==> src/sv/bmr_pkg.sv <==
// Shared types, constants and state encodings for the Berlekamp-Massey recurrence unit.
package bmr_pkg;

  localparam int DATA_W = 30;
  localparam int POS_W = 5;
  localparam int ORD_W = 6;
  localparam int MAX_ORDER_DEF = 32;
  localparam int INDEX_BITS_DEF = 16;
  localparam logic [DATA_W-1:0] MOD_RESET = 30'd998244353;

  typedef struct packed {
    logic [DATA_W-1:0] term_value;
    logic first_term;
    logic last_term;
  } item_t;

  typedef struct packed {
    logic valid;
    item_t item;
  } queue_head_t;

  typedef enum logic [1:0] {
    MAC_IDLE,
    MAC_MUL,
    MAC_RED
  } mac_state_t;

  typedef enum logic [3:0] {
    B_IDLE,
    B_RED,
    B_DOT,
    B_DECIDE,
    B_INV,
    B_MULT,
    B_UPD,
    B_SWAP,
    B_COMMIT,
    B_EMIT
  } back_state_t;

endpackage

==> src/sv/bmr_term_if.sv <==
// Input channel: one sequence term per request.
interface bmr_term_if;
  logic valid;
  logic ready;
  logic [bmr_pkg::DATA_W-1:0] term_value;
  logic first_term;
  logic last_term;
  modport source(output valid, term_value, first_term, last_term, input ready);
  modport sink(input valid, term_value, first_term, last_term, output ready);
endinterface

==> src/sv/bmr_front.sv <==
// Front end: accepts terms and holds them in a two-entry queue for the engine.
module bmr_front (
  input  logic clk,
  input  logic rst,
  bmr_term_if.sink term_in,
  output bmr_pkg::queue_head_t head,
  input  logic pop
);

  bmr_pkg::item_t slots [2];
  logic wr_ptr;
  logic rd_ptr;
  logic [1:0] count;
  logic push;
  logic take;

  assign term_in.ready = (count != 2'd2);
  assign push = term_in.valid && term_in.ready;
  assign take = pop && (count != 2'd0);

  assign head.valid = (count != 2'd0);
  assign head.item = slots[rd_ptr];

  always_ff @(posedge clk) begin
    if (rst) begin
      wr_ptr <= 1'b0;
      rd_ptr <= 1'b0;
      count <= 2'd0;
    end else begin
      if (push) begin
        slots[wr_ptr].term_value <= term_in.term_value;
        slots[wr_ptr].first_term <= term_in.first_term;
        slots[wr_ptr].last_term <= term_in.last_term;
        wr_ptr <= ~wr_ptr;
      end
      if (take) begin
        rd_ptr <= ~rd_ptr;
      end
      case ({push, take})
        2'b10: count <= count + 2'd1;
        2'b01: count <= count - 2'd1;
        default: count <= count;
      endcase
    end
  end

endmodule

==> src/flat_wrapper.sv <==
// flat-port wrapper written by rule: the top's interface ports become plain ports
module bmr_front_flat 
  (clk, rst, head, pop, term_in_valid, term_in_term_value, term_in_first_term, term_in_last_term, term_in_ready);
  bmr_term_if term_in_i ();
  input  logic clk;
  input  logic rst;
  output bmr_pkg::queue_head_t head;
  input  logic pop;
  input wire logic [$bits(term_in_i.valid)-1:0] term_in_valid;
  input wire logic [$bits(term_in_i.term_value)-1:0] term_in_term_value;
  input wire logic [$bits(term_in_i.first_term)-1:0] term_in_first_term;
  input wire logic [$bits(term_in_i.last_term)-1:0] term_in_last_term;
  output wire logic [$bits(term_in_i.ready)-1:0] term_in_ready;
  assign term_in_i.valid = term_in_valid;
  assign term_in_i.term_value = term_in_term_value;
  assign term_in_i.first_term = term_in_first_term;
  assign term_in_i.last_term = term_in_last_term;
  assign term_in_ready = term_in_i.ready;
  bmr_front u_core (.clk(clk), .rst(rst), .term_in(term_in_i), .head(head), .pop(pop));
endmodule
==> config.mk <==
export PLATFORM = sky130hd
export DESIGN_NAME = bmr_front_flat
export DESIGN_NICKNAME = d
export VERILOG_FILES = /design/src/sv/bmr_pkg.sv /design/src/sv/bmr_term_if.sv /design/src/sv/bmr_front.sv /design/src/flat_wrapper.sv
export SDC_FILE = /design/constraint.sdc
export NUM_CORES = 1
export LEC_CHECK = 0
export BUFFER_PORTS_ARGS = -buffer_cell sky130_fd_sc_hd__buf_2
export CORE_MARGIN = 3
export CORE_UTILIZATION = 51
export DETAILED_ROUTE_END_ITERATION = 8
export GPL_TIMING_DRIVEN = 0
export MAX_ROUTING_LAYER = met4
export PLACE_DENSITY_LB_ADDON = 0.15
export SYNTH_ARGS = -nofsm -noshare
export SYNTH_HDL_FRONTEND = slang
export SYNTH_SLANG_ARGS = --single-unit
==> constraint.sdc <==
create_clock -name clk -period 4.6 [get_ports clk]
set_input_delay 0.92 -clock clk [delete_from_list [all_inputs] [get_ports clk]]
set_output_delay 0.92 -clock clk [all_outputs]
set_load 0.02 [all_outputs]
==> metrics.cfg, run 1 <==
[pwr]
total_power_mw=1.71
power.density_nw_per_um2=531
p_leak_nw=1.22
vdd.ir_drop.worst_mv=0.365

[clocking]
clkLatencyLatePin_ps=330
clock-sinks=69
ctsResizeCount=0
ctsRootBufferMaster=clkbuf_8
postCtsSetupBuffers=0
cts_hold_buf=0
clockBufferDepth=2
cts_max_level=3
cts_tree=built
path_clk_slew_ps=70
cts_made_buffers=9

[job]
maxCapViolations=0

[critical_path]
cp_common_cell=buf_2
crit_path_end_kind=output port
worst-endpoint-arrival_ps=1650
worstSetupPathType=reg2out
cp.required_ps=3680
crit_path_max_incr_delay_ps=370
cpMaxStageDelayCell=mux2_2
crit_path_max_fanout=10
crit_family=buffers and inverters
cp_num_buf_inv=3
path_cells=clkbuf_1 -> buf_2 -> mux2_2 -> buf_2
crit_path_start_kind=flip-flop
r2r_slack_ps=2670

[timing]
fin_setup_tns_ps=0
finClkSkew_ps=3.99
final-hold-violation-count=0
slew_violations=0
period_needed_ps=2570
setup_viol=0
setup_ws_ps=2030
clock.fmax_ghz=0.389
fin_hold_ws_ps=526
finalCritPeriodShare=0.558
slew_headroom=0.590
tightestPinTransition_ps=612
rsz0062_at_grt=false

[layout]
post-route-util=0.704
antenna_cells=0
drive_gt1_frac=0.562
stdcell_count=282
final_cell_mix=72 x buf_2, 64 x edfxtp_1, 26 x mux2_2, 9 x clkbuf_8
stdcell_area_um2=3210
mostFrequentLayoutCell=buf_2
nFillCells=324
multi_input_area_um2=490
ff_latch_area_um2=2020
nets=249
syn2layout_area_growth_pct=27.1

[yosys]
synth_top_area_share=0.760
post_synth_num_cell_types=20
synth_seq_area_share=0.800
synth_seq_cells=69
synth_fp_nets=163
syn_area_um2=2530
netlist_instances=126
synth_warnings=0
yosysTopAreaCell=edfxtp_1
synthTopCellsByArea=edfxtp_1 76%, mux2_2 12%, dfxtp_1 4.0%, mux2_1 2.7%, xnor2_1 0.69%
post_synth.cell_area_avg_um2=20.1

[routing]
avgRoutedWirePerCell_um=15.2
first_pass_iters=4
vias_per_cell=4.73
drt.antenna.violating_nets=0
dr_total_vias=1335
route.detailed.drc=0
routed_wl_um=4280
drt_iter0_markers=45

[placement]
dp.final_hpwl_um=3130
place_area_um2=3030
dpl.cell_count=266
pre_cts_ws_ps=2230
port_buffers=69
gp_congestion=0.658

[grt]
grt_max_degree=12
grt_first_pass_wirelength_um=7080
grt_pass1_vias=1513
antenna_found_initial=0
grtUsageTotal=0.167
gr-total-overflow=0

[floorplanning]
start_util=0.554
die_y_um=76.4
dieArea_um2=5840
num_rows=24
die_w_um=76.4
core_area_um2=4560
io_pins=70

[status]
status=complete, no violations

[hold_path]
hp-class=reg2reg

power by group:
group	switching (mW)	total (mW)	internal, mW
registers	0.0236	0.777	0.754
logic	0.274	0.481	0.207
clock network	0.204	0.448	0.245
cell usage after synthesis:
cell and count:
or2_2 1, nor2_1 3, or3_1 2, ha_1 1, o21a_2 1, clkbuf_1 1
mux2_2 26, inv_1 2, xor2_1 1, a21oi_1 2, edfxtp_1 64, nor3b_1 1
mux2_1 6, o21ai_0 2, buf_2 3, xnor2_1 2, nand2_1 1, nor3_1 1
nor2b_1 1, dfxtp_1 5
tightest hold or removal path: stages (launching register included):
cell and delay (ps):
dfxtp_1 340, o21ai_0 80, a21oi_1 60
cell type report:
type | instances | share of cell area
Tap cell | 65 | 0.0253
Clock inverter | 6 | 0.0167
Timing Repair Buffer | 75 | 0.128
Clock buffer | 10 | 0.0397
Inverter | 2 | 0.00234
Sequential cell | 69 | 0.629
Buffer | 4 | 0.00584
Multi-Input combinational cell | 51 | 0.153
kinds of logic after synthesis:
family | share of synthesized area
simple gates | 0.0208
compound gates | 0.0114
flops | 0.800
fa+ha+maj | 0.00495
xor+xnor | 0.0104
mux | 0.143
buf+inv | 0.0104
flip-flops by register name, summed over array words and instances, names as in the netlist, named ones only:
name,count
u_core.slots,64
u_core.rd_ptr,1
u_core.count,2
u_core.wr_ptr,1
metal layers:
metal | part of all wire | vias up | global-route usage
met5 | 0 | - | -
met4 | 0.012 | 0 | 0.0707
met3 | 0.074 | 6 | 0.0721
met2 | 0.54 | 45 | 0.282
met1 | 0.38 | 628 | 0.170
li1 | - | 656 | -
worst paths after layout:
check | start | to | cells after the start
max | flip-flop | head[31] | 4
min | u_core.wr_ptr | u_core.wr_ptr | 2
max reg2reg | u_core.count[0] | u_core.slots[1][25] | 6
min reg2reg | u_core.wr_ptr | u_core.wr_ptr | 2
No activity file was read; power rests on OpenSTA's default activity.
==> inputs of run 2 (changes only) <==
Settings changed: CORE_UTILIZATION 51 to 46.
Clock period 4.6 ns to 2.1 ns, I/O delays scaled along.
==> metrics.cfg, run 2 (synthesis gave the netlist of run 1 again) <==
[grt]
grt_pass1_vias=1385  ; was 1513
gr-total-overflow=0  ; unchanged
grt_max_degree=21  ; was 12
antenna_found_initial=0  ; unchanged
grt_first_pass_wirelength_um=6380  ; was 7080 µm
grtUsageTotal=0.143  ; was 0.167

[layout]
top_register=u_core.slots  ; unchanged
multi_input_area_um2=503  ; was 490 µm²
biggestRegsByFlops=u_core.slots x64, u_core.count x2  ; unchanged
ff_latch_area_um2=2020  ; unchanged
syn2layout_area_growth_pct=31.3  ; was 27.1%
stdcell_area_um2=3320  ; was 3210 µm²
nFillCells=401  ; was 324
final_cell_mix=72 x buf_2, 64 x edfxtp_1, 26 x mux2_2, 9 x clkbuf_8, 6 x mux2_1  ; was 72 x buf_2, 64 x edfxtp_1, 26 x mux2_2, 9 x clkbuf_8
largest_reg_flops=64  ; unchanged
mostFrequentLayoutCell=buf_2  ; unchanged
nets=248  ; was 249
antenna_cells=0  ; unchanged
drive_gt1_frac=0.569  ; was 0.562

[critical_path]
path_cells=clkbuf_1 -> buf_2 -> mux2_2 -> buf_2  ; unchanged
rr_startpoint=u_core.count[0]  ; unchanged
crit_path_end=head[15]  ; was head[31]
timing.rr.end=u_core.slots[0][8]  ; was u_core.slots[1][25]
worst-endpoint-arrival_ps=1650  ; about the same
worstSetupPathType=reg2out  ; unchanged
cpMaxStageDelayCell=mux2_2  ; unchanged
reg2reg_depth=5  ; was 6
crit_path_max_fanout=10  ; unchanged
cp.required_ps=1680  ; was 3680 ps
r2r_slack_ps=220  ; was 2670 ps
crit_path_start_kind=flip-flop  ; unchanged
cp_common_cell=buf_2  ; unchanged
crit_path_end_kind=output port  ; unchanged
crit_path_max_incr_delay_ps=370  ; about the same

[routing]
routed_wl_um=4180  ; was 4280 µm
dr_total_vias=1354  ; was 1335
drt.antenna.violating_nets=0  ; unchanged
first_pass_iters=4  ; unchanged
vias_per_cell=4.73  ; about the same
avgRoutedWirePerCell_um=14.6  ; was 15.2 µm
route.detailed.drc=0  ; unchanged
drt_iter0_markers=61  ; was 45

[floorplanning]
num_rows=26  ; was 24
die_y_um=80.1  ; was 76.4 µm
io_pins=70  ; unchanged
die_w_um=80.1  ; was 76.4 µm
start_util=0.486  ; was 0.554
dieArea_um2=6420  ; was 5840 µm²
core_area_um2=5200  ; was 4560 µm²

[pwr]
vdd.ir_drop.worst_mv=0.639  ; was 0.365 mV
total_power_mw=4.17  ; was 1.71 mW
p_leak_nw=1.26  ; was 1.22 nW
power.density_nw_per_um2=1250  ; was 531 nW/µm²

[timing]
tightestPinTransition_ps=713  ; was 612 ps
clock.fmax_ghz=0.484
slew_violations=0  ; unchanged
setup_ws_ps=33.3  ; was 2030 ps
fin_hold_ws_ps=278  ; was 526 ps
finClkSkew_ps=6.42  ; was 3.99 ps
rsz0062_at_grt=true  ; was false
slew_headroom=0.523  ; was 0.590
fin_setup_tns_ps=0  ; unchanged
final-hold-violation-count=0  ; unchanged
period_needed_ps=2070
finalCritPeriodShare=0.984
setup_viol=0  ; unchanged

[clocking]
cts_tree=built  ; unchanged
cts_hold_buf=0  ; unchanged
clock-sinks=69  ; unchanged
cts_made_buffers=9  ; unchanged
cts_max_level=3  ; unchanged
path_clk_slew_ps=70  ; about the same
clkLatencyLatePin_ps=330  ; about the same
ctsResizeCount=0  ; unchanged
clockBufferDepth=2  ; unchanged
ctsRootBufferMaster=clkbuf_8  ; unchanged

[placement]
gp_congestion=0.595  ; was 0.658
port_buffers=69  ; unchanged
dp.final_hpwl_um=2920  ; was 3130 µm
place_area_um2=3030  ; about the same
pre_cts_ws_ps=63.3  ; was 2230 ps

[status]
status=complete, no violations  ; unchanged

[hold_path]
hp-class=in2reg  ; was reg2reg

[job]
maxCapViolations=0  ; unchanged

run 2: routing by layer:
metal	up-vias	routed length (µm)	share of wire	track usage
met4	0	69	0.016	0.0760
met3	9	238	0.057	0.0392
met1	638	1660	0.40	0.149
met2	48	2220	0.53	0.246
met5	-	0	0	-
li1	659	-	-	-
run 2: how the worst min path moves through the flow:
stage,to,startpoint,cells past startpoint
final,u_core.slots[0][25],term_in_term_value[23],1
after global routing,u_core.slots[1][25],term_in_term_value[23],1
after CTS,u_core.slots[0][6],term_in_term_value[4],1
after detailed placement,u_core.count[1],u_core.count[1],2
after global placement,u_core.count[1],u_core.count[1],2
after floorplan,u_core.count[1],u_core.count[1],2
run 2: per-stage QoR:
step,cells,utilization
final,286,0.638
after global routing,286,0.638
after CTS,283,0.633
after detailed placement,267,0.581
after global placement,265,0.573
after floorplan,126,-
run 2: worst max-delay path: cells and delay by family, from the launching register on:
family	cells	cell delay, ps
buf+inv	3	650
mux	1	370
flops	1	310
run 2: area by class of cell:
cell class	count	area share
sequential	69	0.609
multi-input combinational	51	0.152
timing repair buffer	74	0.124
clock inverter	7	0.0441
clock buffer	9	0.0373
tap	70	0.0264
buffer	4	0.00565
inverter	2	0.00226
run 2: report_power, final:
part | internal (mW) | total (mW) | switching, mW
clock | 0.917 | 1.40 | 0.485
sequential | 1.65 | 1.70 | 0.0532
combinational | 0.456 | 1.06 | 0.604
run 2: repair_timing:
action	4_1_cts	5_1_grt
buffers inserted	0	3
pin swaps	0	1
endpoints found under the setup margin	23	48
==> inputs of run 3 (changes only) <==
Settings changed: PLACE_DENSITY from default to 0.79, PLACE_DENSITY_LB_ADDON 0.15 to default.
==> metrics.cfg, run 3 (synthesis gave the netlist of run 1 again) <==
[clocking]
clockBufferDepth=2  ; unchanged
cts_hold_buf=0  ; unchanged
ctsRootBufferMaster=clkbuf_8  ; unchanged
cts_max_level=3  ; unchanged
clock-sinks=69  ; unchanged
clkLatencyLatePin_ps=340  ; was 330 ps
path_clk_slew_ps=80  ; was 70 ps
cts_tree=built  ; unchanged
cts_made_buffers=9  ; unchanged

[timing]
finalCritPeriodShare=0.928  ; was 0.984
rsz0062_at_grt=false  ; was true
final-hold-violation-count=0  ; unchanged
slew_headroom=0.775  ; was 0.523
slew_violations=0  ; unchanged
finClkSkew_ps=7.69  ; was 6.42 ps
clock.fmax_ghz=0.513  ; was 0.484 GHz
setup_viol=0  ; unchanged
tightestPinTransition_ps=337  ; was 713 ps
period_needed_ps=1950  ; was 2070 ps

[layout]
biggestRegsByFlops=u_core.slots x64, u_core.count x2  ; unchanged
top_register=u_core.slots  ; unchanged
post-route-util=0.639  ; was 0.638
mostFrequentLayoutCell=buf_2  ; unchanged
nets=249  ; was 248
drive_gt1_frac=0.562  ; was 0.569
nFillCells=398  ; was 401
syn2layout_area_growth_pct=31.5  ; was 31.3%
stdcell_count=287  ; was 286
largest_reg_flops=64  ; unchanged
final_cell_mix=69 x buf_2, 64 x edfxtp_1, 26 x mux2_2, 9 x clkbuf_8, 6 x mux2_1  ; was 72 x buf_2, 64 x edfxtp_1, 26 x mux2_2, 9 x clkbuf_8, 6 x mux2_1
antenna_cells=0  ; unchanged

[floorplanning]
die_w_um=80.1  ; unchanged
start_util=0.486  ; unchanged
core_area_um2=5200  ; unchanged
dieArea_um2=6420  ; unchanged
die_y_um=80.1  ; unchanged
io_pins=70  ; unchanged
num_rows=26  ; unchanged

[hold_path]
min-delay-start=term_in_term_value[27]  ; was term_in_term_value[23]
whs_path_depth=1  ; unchanged
hold-path-endpoint=u_core.slots[0][29]  ; was u_core.slots[0][25]
hp-class=in2reg  ; unchanged

[critical_path]
worst-endpoint-arrival_ps=1530  ; was 1650 ps
reg2reg_depth=6  ; was 5
timing.rr.end=u_core.count[1]  ; was u_core.slots[0][8]
cp.required_ps=1680  ; about the same
crit_path_end_kind=output port  ; unchanged
worstSetupPathType=reg2out  ; unchanged
crit_path_start_kind=flip-flop  ; unchanged
crit_path_max_fanout=10  ; unchanged
rr_startpoint=u_core.count[1]  ; was u_core.count[0]
r2r_slack_ps=320  ; was 220 ps

[pwr]
vdd.ir_drop.worst_mv=0.831  ; was 0.639 mV
p_leak_nw=1.25  ; was 1.26 nW
power.density_nw_per_um2=1190  ; was 1250 nW/µm²

[status]
status=complete, no violations  ; unchanged

[grt]
antenna_found_initial=0  ; unchanged
grtUsageTotal=0.158  ; was 0.143
grt_max_degree=18  ; was 21
gr-total-overflow=0  ; unchanged
grt_first_pass_wirelength_um=7020  ; was 6380 µm
grt_pass1_vias=1439  ; was 1385

[job]
maxCapViolations=0  ; unchanged

[placement]
port_buffers=69  ; unchanged
dp.final_hpwl_um=2980  ; was 2920 µm
gp_congestion=0.667  ; was 0.595
dpl.cell_count=267  ; unchanged

[routing]
vias_per_cell=4.85  ; was 4.73
first_pass_iters=4  ; unchanged
route.detailed.drc=0  ; unchanged
routed_wl_um=4460  ; was 4180 µm
drt_iter0_markers=104  ; was 61
dr_total_vias=1393  ; was 1354
avgRoutedWirePerCell_um=15.5  ; was 14.6 µm
drt.antenna.violating_nets=0  ; unchanged

## run 3: changes by cell type in the layout (fill, tap and decap cells not counted), sizes merged
cell      before  now
inv            3    2
clkinv         2    1
buf           77   79
clkinvlp       0    1
clkbuf        10   12
bufinv         4    2
## run 3: timing repair
item / CTS / global route
hold endpoints to repair: 0 / 0
buffers inserted: 4 / 1
gates resized for setup: 3 / 0
setup endpoints to repair: 46 / 17
pin swaps: 1 / 1
gates cloned: 0 / 0
## run 3: report_power, final
part	switching [mW]	internal, mW	leakage [nW]
Sequential	0.0654	1.65	0.628
Combinational	0.603	0.491	0.526
Clock	0.464	0.668	0.101
## run 3: worst max-delay path, stage by stage (launching register included)
cell and delay [ps]:
dfxtp_1 440, buf_4 240, mux2_2 360, buf_2 160
## run 3: final cells by class
cell class / count / area (µm²) / share of cell area
flip-flops and latches: 69 / 2020 / 0.608
repair buffers: 76 / 475 / 0.143
clock buffers: 12 / 135 / 0.0406
well taps: 70 / 87.6 / 0.0263
inverters: 2 / 7.51 / 0.00226
clock inverters: 4 / 72.6 / 0.0218
multi-input cells: 51 / 503 / 0.151
plain buffers: 3 / 22.5 / 0.00677
## run 3: how the worst max path moves through the flow
| stage | start | endpoint | slack [ps] | depth (start not counted) |
|---|---|---|---|---|
| floorplan | u_core.count[0] | u_core.slots[1][0] | -10 | 4 |
| global placement | u_core.count[0] | u_core.slots[1][21] | -360 | 4 |
| detailed placement | u_core.count[0] | u_core.slots[1][1] | -30 | 5 |
| CTS | u_core.count[0] | u_core.slots[0][21] | 90 | 5 |
| global route | flip-flop | head[27] | 30 | 3 |
| finish | flip-flop | head[27] | 150 | 3 |
## run 3: through the flow
| stage | total power, mW | instance area (µm²) | setup TNS (ps) | hold WS (ps) | setup slack, ps |
|---|---|---|---|---|---|
| floorplan | 2.46 | 2550 | -420 | 469 | -13.1 |
| global placement | 2.77 | 2980 | -19010 | 493 | -358 |
| detailed placement | 2.81 | 3040 | -429 | 530 | -27.3 |
| CTS | 3.97 | 3310 | 0 | 253 | 88.2 |
| global route | 4.13 | 3330 | 0 | 250 | 34.1 |
| finish | 3.94 | 3330 | 0 | 268 | 151 |
## run 3: routing by layer
layer	vias up	track usage	wire, µm	share of wire
met4	0	0.103	106	0.024
met2	43	0.245	2370	0.53
met1	680	0.184	1750	0.39
met5	-	-	0	0
met3	9	0.0381	228	0.051
li1	661	-	-	-
